File: config.mk
export PLATFORM = sky130hd
export DESIGN_NAME = ispf_ctrl
export DESIGN_NICKNAME = d
export VERILOG_FILES = /design/src/rtl/ispf_pkg.sv /design/src/rtl/ispf_ctrl.sv
export SDC_FILE = /design/constraint.sdc
export NUM_CORES = 1
export LEC_CHECK = 0
export ABC_AREA = 1
export BUFFER_PORTS_ARGS = -buffer_cell sky130_fd_sc_hd__clkbuf_2
export CAP_MARGIN = 20
export CORE_UTILIZATION = 42
export CTS_CLUSTER_SIZE = 12
export DETAILED_ROUTE_END_ITERATION = 6
export GPL_ROUTABILITY_DRIVEN = 1
export HOLD_SLACK_MARGIN = 0.06
export PLACE_DENSITY = 0.79
export SKIP_LAST_GASP = 1
export SLEW_MARGIN = 20
export SYNTH_ARGS = -nofsm -noshare
export SYNTH_HDL_FRONTEND = slang
export SYNTH_SLANG_ARGS = --single-unit
File: constraint.sdc
create_clock -name clock -period 1 [get_ports clock]
set_clock_uncertainty 0.05 [all_clocks]
set_input_delay 0.15 -clock clock [delete_from_list [all_inputs] [get_ports clock]]
set_output_delay 0.15 -clock clock [all_outputs]
set_load 0.005 [all_outputs]
File: src/rtl/ispf_pkg.sv
// Shared types and constants for the IP-indexed stride prefetcher.
// No dependencies; imported by every module of the block.
package ispf_pkg;

   // Fixed field widths
   localparam int ADDR_W     = 64;
   localparam int CONF_W     = 8;
   localparam int THR_W      = 7;
   localparam int DEG_W      = 4;
   localparam int INTV_W     = 20;
   localparam int LIM_W      = 7;
   localparam int CSR_DATA_W = 20;
   localparam int CSR_IDX_W  = 2;

   localparam logic signed [CONF_W-1:0] CONF_MAX = 8'sd127;

   // Register reset values
   localparam logic [THR_W-1:0]  THR_RST  = 7'd1;
   localparam logic [DEG_W-1:0]  DEG_RST  = 4'd3;
   localparam logic [INTV_W-1:0] INTV_RST = 20'd1024;
   localparam logic [LIM_W-1:0]  LIM_RST  = 7'd3;

   // Default geometry
   localparam int TRACKERS_DEF   = 16;
   localparam int BLOCK_BITS_DEF = 6;
   localparam int PAGE_BITS_DEF  = 12;
   localparam int MAX_DEGREE_DEF = 8;

   typedef enum logic [CSR_IDX_W-1:0] {
      CSR_THRESHOLD = 2'd0,
      CSR_DEGREE    = 2'd1,
      CSR_INTERVAL  = 2'd2,
      CSR_LIMIT     = 2'd3
   } ispf_csr_idx_type;

   typedef struct packed {
      logic [ADDR_W-1:0] access_addr;
      logic [ADDR_W-1:0] instr_ptr;
   } ispf_req_type;

   typedef struct packed {
      logic              pf_valid;
      logic [ADDR_W-1:0] prefetch_addr;
      logic              last;
   } ispf_rsp_type;

   // Controller -> datapath commands
   typedef struct packed {
      logic accept;
      logic do_cull;
      logic do_lookup;
      logic do_calc;
      logic do_update;
      logic do_scan;
      logic do_vwrite;
      logic do_emit_pf;
      logic do_emit_empty;
   } ispf_cmd_type;

   // Datapath -> controller status
   typedef struct packed {
      logic is_cull;
      logic hit;
      logic scan_done;
      logic go;
      logic pf_last;
   } ispf_sts_type;

endpackage

File: src/rtl/ispf_ctrl.sv
// Sequencing state machine of the stride prefetcher.
// Depends on ispf_pkg; drives the command struct into ispf_dpath.
module ispf_ctrl (
   input  logic                   clock,
   input  logic                   reset,
   input  logic                   start,
   output logic                   busy,
   input  ispf_pkg::ispf_sts_type sts,
   output ispf_pkg::ispf_cmd_type cmd
);
   import ispf_pkg::*;

   typedef enum logic [7:0] {
      ST_IDLE   = 8'b0000_0001,
      ST_CULL   = 8'b0000_0010,
      ST_LOOKUP = 8'b0000_0100,
      ST_CALC   = 8'b0000_1000,
      ST_UPDATE = 8'b0001_0000,
      ST_VSCAN  = 8'b0010_0000,
      ST_VWRITE = 8'b0100_0000,
      ST_EMIT   = 8'b1000_0000
   } ispf_state_type;

   ispf_state_type state_ff, state_in;

   assign busy = (state_ff != ST_IDLE);

   always_comb begin
      state_in = state_ff;
      cmd      = '0;
      case (state_ff)
         ST_IDLE: begin
            if (start) begin
               cmd.accept = 1'b1;
               state_in   = sts.is_cull ? ST_CULL : ST_LOOKUP;
            end
         end
         ST_CULL: begin
            cmd.do_cull       = 1'b1;
            cmd.do_emit_empty = 1'b1;
            state_in          = ST_IDLE;
         end
         ST_LOOKUP: begin
            cmd.do_lookup = 1'b1;
            state_in      = sts.hit ? ST_CALC : ST_VSCAN;
         end
         ST_CALC: begin
            cmd.do_calc = 1'b1;
            state_in    = ST_UPDATE;
         end
         ST_UPDATE: begin
            cmd.do_update = 1'b1;
            if (sts.go) begin
               state_in = ST_EMIT;
            end else begin
               cmd.do_emit_empty = 1'b1;
               state_in          = ST_IDLE;
            end
         end
         ST_VSCAN: begin
            cmd.do_scan = 1'b1;
            if (sts.scan_done) begin
               state_in = ST_VWRITE;
            end
         end
         ST_VWRITE: begin
            cmd.do_vwrite     = 1'b1;
            cmd.do_emit_empty = 1'b1;
            state_in          = ST_IDLE;
         end
         ST_EMIT: begin
            cmd.do_emit_pf = 1'b1;
            if (sts.pf_last) begin
               state_in = ST_IDLE;
            end
         end
         default: begin
            state_in = ST_IDLE;
         end
      endcase
   end

   always_ff @(posedge clock) begin
      if (reset) begin
         state_ff <= ST_IDLE;
      end else begin
         state_ff <= state_in;
      end
   end

   a_accept_busy: assert property (@(posedge clock) disable iff (reset)
      cmd.accept |=> busy)
      else $error("accepted request did not raise busy");

   a_emit_run: assert property (@(posedge clock) disable iff (reset)
      (state_ff == ST_EMIT) && !sts.pf_last |=> (state_ff == ST_EMIT))
      else $error("prefetch burst cut short");

   a_scan_end: assert property (@(posedge clock) disable iff (reset)
      (state_ff == ST_VSCAN) && sts.scan_done |=> (state_ff == ST_VWRITE))
      else $error("victim scan did not end in a replace");

endmodule

==> Word-level counts from Yosys, hierarchy flattened <==
Index checks and enable logic that the tools add are counted.
{ "op_classes": {"n_eq_ne": 12, "n_mux": 18, "n_reduce_logical": 2} }
{ "ops": {"columns": ["cell", "count"], "rows": [
  ["$pmux W8 S6", 1],
  ["$mux W8", 4],
  ["$mux W1", 10],
  ["$eq A8 B1 Y1 const B", 1],
  ["$eq A8 B2 Y1 const B", 1],
  ["$eq A8 B3 Y1 const B", 1],
  ["$eq A8 B4 Y1 const B", 1],
  ["$eq A8 B5 Y1 const B", 1],
  ["$eq A8 B6 Y1 const B", 1],
  ["$eq A8 B7 Y1 const B", 1],
  ["$eq A8 B8 Y1 const B", 1],
  ["$ne A8 B1 Y1 const B", 1],
  ["$mux W6", 1],
  ["$ne A2 B2 Y1 const B", 3],
  ["$mux W3", 1],
  ["$reduce_and A3 Y1", 1],
  ["$pmux W1 S2", 1],
  ["$reduce_or A2 Y1", 1]
]} }
{ "word_totals": {"register_bits": 8, "in_bits": 8, "output_inout_bits": 10, "elab_cells": 33} }

==> Logic depth before layout (Yosys ltp) <==
{ "logic_depth": {"ltp_word": 3, "depth_mapped": 9, "mapped_depth_nobuf": 9} }

==> Worst setup path before layout <==
OpenSTA, ideal clock, no wires.
{ "synth_timing": {"path_kind": "register -> register", "from": "reg state_ff[3]", "to": "reg state_ff[4]", "setup_ns": 0.128, "t_arrival_ns": 0.952, "t_required_ns": 0.822, "path_slack_ns": -0.130, "stages_incl_launch_ff": 9, "n_path_buf": 0, "synth_period_minus_slack_ns": 1.130, "path_cell_list": "dfxtp_1 > inv_1 > nand2_1 > nor2_1 > nand2_4 > nor2_4 > inv_2 > nand3_2 > nor3_2"} }
{ "synth_between": {"elab_chain_cells": 3, "word_cells_on_any_way": 11, "cone_classes": "eq/ne (9); mux (1); reduce/logical (1)"} }
{ "synth_rtl": {"columns": ["item", "line_no", "rtl"], "rows": [
  ["start, declared", "ispf_ctrl.sv:24", "ispf_state_type state_ff, state_in;"],
  ["start signal, assigned", "ispf_ctrl.sv:87", "state_ff <= state_in;"],
  ["$eq A8 B6 Y1 (tied with other cells)", "ispf_ctrl.sv:31", "case (state_ff)"],
  ["$ne A2 B2 Y1 (no line)", null, null],
  ["$reduce_and A3 Y1 (no line)", null, null]
]} }
Several ways; a longest one is shown, not always the timed one.
A chain may end at the register's enable or synchronous reset.

==> qor.txt <==
Violated checks = negative setup slack
Maximum capacitance violations = 0
Die height = 38.2 µm
CP max FO = 3
Final HPWL DP = 966 µm
Num rows = 12
Drt pass-1 iters = 4
ANT cells = 0
Hold WC Path Type = in -> reg
RePlAce Congestion = 0.738
Synth Warn # = 0
First-pass GRT wire length = 2.46 mm
Setup TNS = -6.36 ns
Leak = 0.000467 µW
Core area = 0.00116 mm²
Die X = 38.2 µm
Avg Inst Size Synth = 6.78 µm²
Vias per inst = 4.80
Synth cell types = 21
Antenna Nets Post-Route = 0
Synth Register Bits = 8
Gr usage total = 0.244
Clock share of power = 0.280
Crit path time final = 1.49 ns
Max reg flops = 8
Max incr delay on CP = 0.36 ns
Worst relative slew slack = 0.838
Worst-margin pin slew = 0.241 ns
RSZ-0062 raised after global routing = true
DIE AREA = 0.00146 mm²
Iteration-0 DRC Markers = 4
Clock sinks = 8
DRC viols = 0
Remaining global-route overflow = 0
Largest Register = state_ff
Worst slack, placed = -0.264 ns
Clock transition at path regs = 0.05 ns
Top Ports = 18
Most frequent cells in the layout = clkbuf_2 (15), buf_4 (13), nor2_4 (9), nand2_1 (9)
Setup Crit Path Kind = reg -> out
Mapped Area = 549 µm²
Sequential share of the synthesized area = 0.292
Max IR drop VDD = 0.872 mV
CTS tree = done
Num CTS Buffers = 3
Clk_lat worst skew = 0.25 ns
Fin. max-slew vios = 0
Part of the power in registers = 0.391
Final setup margin = -0.495 ns
P_sw = 273 µW
Worst Path Arrival = 1.29 ns
H-Tree Depth = 1
Status = finished, violations left
PortBufs = 17
Slowest CP cell = dfxtp_4
Tcrit/Tclk final = 1.49
# setup viols final = 18
DR vias = 639
Initial antenna violation count = 0
Max Clk Rate = 669 MHz
Final nets = 129
Power Dens Cells = 912 mW/mm²
Int Pwr = 600 µW
CTS max path bufs = 2
Layout area overhead = 74.3%
Vias in the first global route = 626
Share of post-route cells with drive strength above 1 = 0.731
Critical path launch point type = flip-flop
Initial core utilization = 0.475
Largest net degree at the start of global routing = 9
Worst Setup End Kind = output port
Clock root buffer = clkbuf_4
Final hold vios = 0
Largest registers = state_ff (8)
Switching share of power = 0.313
Synth Net Count = 89
Worst endpoint required time = 0.80 ns
Final wirelength = 1.53 mm
Drt wl/cell = 11.5 µm
CP Cell Sequence = inv_2 > nand2_4 > nor3_2 > nor2_1 > o21ai_0 > clkbuf_2
Combinational share of power = 0.329
Syn Inst Count = 81
Most common cell after layout, fill and taps aside = clkbuf_2
logic make-up after synthesis:
logic type             Yosys count  synth area share
buffers and inverters           17             0.116
flip-flops                       8             0.292
AO/OA/AOI/OAI                    4            0.0410
AND/OR/NAND/NOR                 52             0.551
stage by stage:
| step | power (µW) | util | area, µm² | std cells | hold WS [ns] |
|---|---|---|---|---|---|
| finish | 873 | 0.828 | 957 | 133 | 0.0930 |
| floorplan | 464 | - | 557 | 81 | 0.171 |
| global route | 917 | 0.828 | 957 | 133 | 0.108 |
| CTS | 838 | 0.773 | 893 | 131 | 0.0827 |
| global placement | 525 | 0.613 | 708 | 118 | 0.283 |
| detailed placement | 530 | 0.613 | 708 | 118 | 0.278 |
synth_stat cells:
master | instances | area, µm²
nand2_2 | 2 | 12.5
nand3_1 | 2 | 10.0
buf_1 | 1 | 3.75
o21bai_1 | 1 | 7.51
nor3_2 | 2 | 20.0
nor2_4 | 4 | 45.0
inv_2 | 3 | 11.3
nor4_2 | 1 | 12.5
nand4_1 | 1 | 6.26
a21oi_1 | 2 | 10.0
nor2_2 | 2 | 12.5
nor4_1 | 2 | 12.5
nand2_4 | 3 | 33.8
nor3_1 | 3 | 15.0
dfxtp_1 | 8 | 160
nand3_2 | 1 | 10.0
inv_1 | 13 | 48.8
o21ai_0 | 1 | 5.00
nor2_1 | 13 | 48.8
nand3b_1 | 1 | 7.51
nand2_1 | 15 | 56.3
critical path, delay by kind of cell (launching register included):
family                 cells  cell delay, ns
AO/OA/AOI/OAI              1            0.08
buffers and inverters      2            0.23
flip-flops                 1            0.36
AND/OR/NAND/NOR            3            0.37
layer usage:
layer  track usage  wire length, µm  vias up
li1              -                -      328
met1         0.278              629      288
met2         0.466              813       20
met3        0.0174               64        3
met4        0.0804               21        0
met5             0                0        -
power groups by stage:
| stage | registers (µW) | clock network, µW | logic, µW |
|---|---|---|---|
| floorplan | 344 | 0 | 120 |
| global placement | 344 | 0 | 181 |
| detailed placement | 345 | 0 | 185 |
| CTS | 340 | 239 | 259 |
| global route | 343 | 270 | 304 |
| finish | 342 | 244 | 287 |
final cells by class:
class | instances | area, µm²
Multi-Input combinational cell | 56 | 422
Sequential cell | 8 | 175
Tap cell | 14 | 17.5
Inverter | 16 | 65.1
Clock buffer | 3 | 22.5
Timing Repair Buffer | 36 | 255
Fill cell | 69 | 199
worst paths after layout:
| check | start | to | slack, ns | cells after the start |
|---|---|---|---|---|
| hold / removal | sts[1] | state_ff[7] | 0.09 | 3 |
| setup reg to reg | state_ff[2] | state_ff[0] | -0.44 | 10 |
| setup / recovery | state_ff[7] | cmd[0] | -0.49 | 6 |
| hold reg to reg | state_ff[5] | state_ff[4] | 0.60 | 4 |
what timing repair did:
action / in CTS / in global routing
buffers inserted: 9 / 2
gates resized for setup: 29 / 13
pin swaps: 11 / 6
endpoints found under the setup margin: 18 / 18
endpoints found under the hold margin: 1 / 0
hold buffers: 1 / 0
(Power assumes the default switching activity.)
